$ cat src/rtl/dpni_pkg.sv
// shared constants and types for the depth pixel noise injector
package dpni_pkg;

  localparam int VAR_W  = 52;
  localparam int ROOT_W = VAR_W / 2;
  localparam int REM_W  = ROOT_W + 2;

  localparam logic [12:0] MAX_SIDE = 13'd4096;

  // variance polynomial coefficients, q16 scaled magnitudes
  localparam logic [17:0] K00 = 18'd153616;
  localparam logic [23:0] K10 = 24'd12906376;
  localparam logic [20:0] K01 = 21'd1861868;
  localparam logic [24:0] K20 = 25'd19989121;
  localparam logic [22:0] K11 = 23'd7164418;
  localparam logic [20:0] K02 = 21'd1355698;

  localparam logic signed [19:0] DEPTH_MAX = 20'sh7ffff;
  localparam logic signed [19:0] DEPTH_MIN = 20'sh80000;

  localparam logic [1:0] CFG_NOISE_ENABLED = 2'd0;
  localparam logic [1:0] CFG_IMAGE_WIDTH   = 2'd1;
  localparam logic [1:0] CFG_IMAGE_HEIGHT  = 2'd2;

  typedef struct packed {
    logic signed [19:0] depth;
    logic [15:0]        smag;
    logic               sneg;
    logic               en;
  } dpni_pay_t;

endpackage

$ cat src/rtl/dpni_sqrt_pipe.sv
// pipelined restoring integer square root, one result bit per stage
module dpni_sqrt_pipe (
  input  logic                        clk,
  input  logic                        rst_n,
  input  logic                        adv,
  input  logic                        in_v,
  input  logic [dpni_pkg::VAR_W-1:0]  in_var,
  input  dpni_pkg::dpni_pay_t         in_pay,
  output logic                        out_v,
  output logic [dpni_pkg::ROOT_W-1:0] out_root,
  output dpni_pkg::dpni_pay_t         out_pay
);
  import dpni_pkg::*;

  logic              v_r    [ROOT_W];
  logic [VAR_W-1:0]  var_r  [ROOT_W];
  logic [REM_W-1:0]  rem_r  [ROOT_W];
  logic [ROOT_W-1:0] root_r [ROOT_W];
  dpni_pay_t         pay_r  [ROOT_W];

  genvar k;
  for (k = 0; k < ROOT_W; k++) begin : g_stage
    logic              src_v;
    logic [VAR_W-1:0]  src_var;
    logic [REM_W-1:0]  src_rem;
    logic [ROOT_W-1:0] src_root;
    dpni_pay_t         src_pay;
    logic [REM_W-1:0]  rem_sh;
    logic [REM_W-1:0]  trial;
    logic              ge;
    logic [REM_W-1:0]  rem_nxt;
    logic [ROOT_W-1:0] root_nxt;

    if (k == 0) begin : g_first
      assign src_v    = in_v;
      assign src_var  = in_var;
      assign src_rem  = '0;
      assign src_root = '0;
      assign src_pay  = in_pay;
    end else begin : g_next
      assign src_v    = v_r[k-1];
      assign src_var  = var_r[k-1];
      assign src_rem  = rem_r[k-1];
      assign src_root = root_r[k-1];
      assign src_pay  = pay_r[k-1];
    end

    assign rem_sh   = {src_rem[REM_W-3:0], src_var[VAR_W-1-2*k -: 2]};
    assign trial    = {src_root, 2'b01};
    assign ge       = (rem_sh >= trial);
    assign rem_nxt  = ge ? (rem_sh - trial) : rem_sh;
    assign root_nxt = {src_root[ROOT_W-2:0], ge};

    always_ff @(posedge clk) begin
      if (!rst_n) begin
        v_r[k] <= 1'b0;
      end else if (adv) begin
        v_r[k] <= src_v;
      end
    end

    always_ff @(posedge clk) begin
      if (adv) begin
        var_r[k]  <= src_var;
        rem_r[k]  <= rem_nxt;
        root_r[k] <= root_nxt;
        pay_r[k]  <= src_pay;
      end
    end
  end

  assign out_v    = v_r[ROOT_W-1];
  assign out_root = root_r[ROOT_W-1];
  assign out_pay  = pay_r[ROOT_W-1];

endmodule

$ cat config.mk
export PLATFORM = sky130hd
export DESIGN_NAME = dpni_sqrt_pipe
export DESIGN_NICKNAME = d
export VERILOG_FILES = /design/src/rtl/dpni_pkg.sv /design/src/rtl/dpni_sqrt_pipe.sv
export SDC_FILE = /design/constraint.sdc
export NUM_CORES = 2
export LEC_CHECK = 0
export BUFFER_PORTS_ARGS = -buffer_cell sky130_fd_sc_hd__buf_2
export CELL_PAD_IN_SITES_DETAIL_PLACEMENT = 0
export CELL_PAD_IN_SITES_GLOBAL_PLACEMENT = 1
export CORE_UTILIZATION = 55
export CTS_CLUSTER_SIZE = 20
export DETAILED_ROUTE_END_ITERATION = 10
export PLACE_DENSITY_LB_ADDON = 0.1
export SETUP_SLACK_MARGIN = 0.4
export SLEW_MARGIN = 20
export SYNTH_ARGS = -nofsm -noshare
export SYNTH_HDL_FRONTEND = slang
export SYNTH_SLANG_ARGS = --single-unit
$ cat constraint.sdc
create_clock -name clk -period 9.6 [get_ports clk]
set_input_delay 0.48 -clock clk [delete_from_list [all_inputs] [get_ports clk]]
set_output_delay 0.48 -clock clk [all_outputs]
set_load 0.03 [all_outputs]
==> reports/qor.yml <==
cap_violations: 0
reg2reg_setup_slack_ns: 5.60
combinationalPowerShare_pct: 14.9
rsz0062_at_grt: "false"
p_leak_nw: 44.5
antenna_found_initial: 5
dp.cells: 9508
drt-initial-drc-count: 3821
synth_area_um2: 106000
wl_per_cell_um: 18.3
vias: 55173
cp-startpoint: "rem_r[1][173]"
viasPerCell: 5.47
slew_headroom_pct: 26.0
cts_tree: "yes"
setup_viol: 0
internal-power_w: 0.0222
place_congestion: 0.872
grt_pass1_wl_um: 290000
met2_usage_pct: 29.4
slew_viol_final: 0
grt_util_met3_pct: 3.02
dp_hpwl_um: 124000
crit_buf_inv: 1
grt_max_degree: 185
grt_overflow: 0
numCtsBuffers: 285
finalCritPeriodShare_pct: 41.7
timing.rr.start: "rem_r[1][173]"
cp_data_arrival_time_ns: 4.62
grt_usage_pct: 18.9
synth_area_leaders: "edfxtp_1 74%, ha_1 4.5%, xnor2_1 2.1%"
fin_crit_ns: 4.00
ff2ff_path_depth: 9
grt-busiest-layer: "met2"
ant_nets: 0
slowest_delay_ns: 0.81
critical_path_class: "register to register"
clk_pin_slew_ns: 0.06
ff_latch_area_um2: 79000
drc: 0
layoutNonFillerInstCount: 10082
cp-start-kind: "register"
ys_seq_area_share_pct: 74.4
synth_cells: 6918
synth_nets: 7391
p_seq_share_pct: 50.1
worstMarginPinSlew_ns: 1.11
grt_pass1_vias: 53967
swShare_pct: 25.1
dieArea_um2: 195000
final_nets: 7850
crit_required_ns: 10.22
max_freq_ghz: 0.250
slowest_stage: "a2111oi_0"
drtPass1Iterations: 6
syn_area_per_cell_um2: 15.3
num_io_pins: 159
synth-main-ff-cell: "edfxtp_1"
routed_wl_um: 184000
holdCritPathClass: "input port to register"
worst-path-stages: 9
status: "finished, final reports clean"
h-tree-depth: 5
pwr_density_cell_nw_per_um2: 247
core_area_um2: 191000
power_frac_clock_pct: 35.1
initial_utilization_pct: 55.6
nFillCells: 13917
row_count: 160
crit_path_end_kind: "register"
cp_common_cell: "nand3_1"
clock_latency_ns: 0.91
synth_top_area_share_pct: 74.4
yosysTopAreaCell: "edfxtp_1"
drive_gt1_share_pct: 9.29
synth_edf_count: 2629
die_w_um: 441
fin_setup_tns_ns: 0
ir_worst_vdd_v: 0.000181
cts_buffer_depth: 4
cp-endpoint: "rem_r[1][206]"
root_buffer: "clkbuf_16"
crit_family: "compound AO/OA/AOI/OAI gates"
rr_endpoint: "rem_r[1][206]"
synth_cell_types: 82
critPathMaxFanout: 36
post_cts_buffers: 0
die_y_um: 441
hold_viol: 0
fin_skew_ns: 0.0729
clock_sinks: 2630
multi_input_area_um2: 25100
grt_use_met1_pct: 27.4
synth_seq_cells: 2630
p_sw_w: 0.00742
hold_slack_ns: 0.0525
synth_async_sr_flop_share_pct: 0
path_cells: "ha_1 > nand3_1 > a2111oi_0 > o2111ai_1 > nand3_1 > a21oi_1 > nor3_2 > buf_4 > mux2_2"
io_buffers: 158
area_delta_synth_final_pct: 13.0
synth_warnings: 0
sequential cells by signal, summed over array words and instances (netlist names):
| signal | flops |
|---|---|
| rem_r | 615 |
| v_r | 26 |
| var_r | 650 |
| root_r | 351 |
| pay_r | 988 |
layout make-up:
cell class	instances	share of cell area, %
sequential	2630	65.8
multi-input combinational	3703	20.9
clock buffer	349	6.25
tap	2511	2.62
timing repair buffer	297	1.84
inverter	460	1.44
clock inverter	131	1.12
antenna	1	0.00209
cell usage in the layout (no fill, tap or decap), types with 27 or more instances in the layout:
cell           instances
a211oi_1              37
a21o_1               113
a21oi_1              376
a31oi_1               35
and2_1                28
and3_1                58
buf_2                157
buf_4                 36
clkbuf_1              58
clkbuf_16            291
clkinv_1              44
clkinv_2              37
dlygate4sd3_1         93
edfxtp_1            2629
ha_1                 379
inv_1                458
mux2_2                49
nand2_1              372
nand2b_1              78
nand3_1              103
nand4_1               70
nor2_1               402
nor2b_1               51
nor3_1               134
nor4_1                68
o211ai_1              34
o21a_1                58
o21ai_0              306
o21bai_1              27
o31ai_1               35
or2_2                 32
or3_1                 56
or4_1                 29
xnor2_1              257
xor2_1               242
metal layers:
metal	part of all wire (%)	routed length, µm	vias to the layer above
met1	47	87000	26677
met2	45	83600	1145
met5	0	0	-
met4	2.8	5230	0
li1	-	-	26996
met3	4.5	8200	355
cells in the mapped netlist (29+ instances only):
cell type and count:
a211oi_1 39, a21o_1 113, a21oi_1 376, a31oi_1 35, and3_1 58, clkbuf_1 113, edfxtp_1 2629, ha_1 379
inv_1 458, mux2_2 49, nand2_1 372, nand2b_1 79, nand3_1 103, nand4_1 70, nor2_1 402, nor2b_1 51
nor3_1 137, nor4_1 69, o211ai_1 34, o21a_1 58, o21ai_0 306, o31ai_1 37, or2_2 32, or3_1 56
or4_1 29, xnor2_1 257, xor2_1 242
timing repair:
item                                    in CTS  in global routing
hold buffers                                93                  0
resized for setup                            0                  0
endpoints found under the hold margin       93                  0
endpoints found under the setup margin       0                  0
kinds of logic after synthesis:
kind of cell               count (synthesis)  synth area share [%]
DFF                                     2630                  74.4
and+or+nand+nor                         1566                  7.33
AOI/OAI and AO/OA                       1200                  7.03
buffers and inverters                    585                  2.08
xor gates and xnor gates                 499                  4.12
adders and majority gates                379                  4.47
muxes                                     58                 0.605
other                                      1               0.00353
worst min path at each step:
| stage | from | to | slack [ns] | cells after the start |
|---|---|---|---|---|
| 4_1_cts | adv | var_r[0][7] | 0.05 | 1 |
| 3_3_place_gp | pay_r[1][138] | pay_r[1][176] | 0.40 | 0 |
| 6_report | adv | var_r[0][7] | 0.05 | 1 |
| 3_5_place_dp | pay_r[0][98] | pay_r[0][136] | 0.40 | 0 |
| 5_1_grt | adv | var_r[0][7] | 0.06 | 1 |
| 2_1_floorplan | pay_r[0][62] | pay_r[0][100] | 0.40 | 0 |
power groups by stage:
stage               Sequential, W  Clock [W]  Combinational (W)
floorplan                  0.0147          0            0.00316
global placement           0.0150          0            0.00431
detailed placement         0.0150          0            0.00434
CTS                        0.0148     0.0107            0.00439
global route               0.0149     0.0111            0.00492
finish                     0.0148     0.0104            0.00440
through the flow:
step           worst slack (ns)  instance area [µm²]  power (W)  utilization [%]
6_report                   5.60               120000     0.0296             62.8
3_3_place_gp               5.67               110000     0.0193             57.7
2_1_floorplan              6.22               106000     0.0179                -
4_1_cts                    5.56               120000     0.0299             62.8
3_5_place_dp               5.61               110000     0.0194             57.7
5_1_grt                    5.24               120000     0.0309             62.8
No activity file was read; power rests on OpenSTA's default activity.
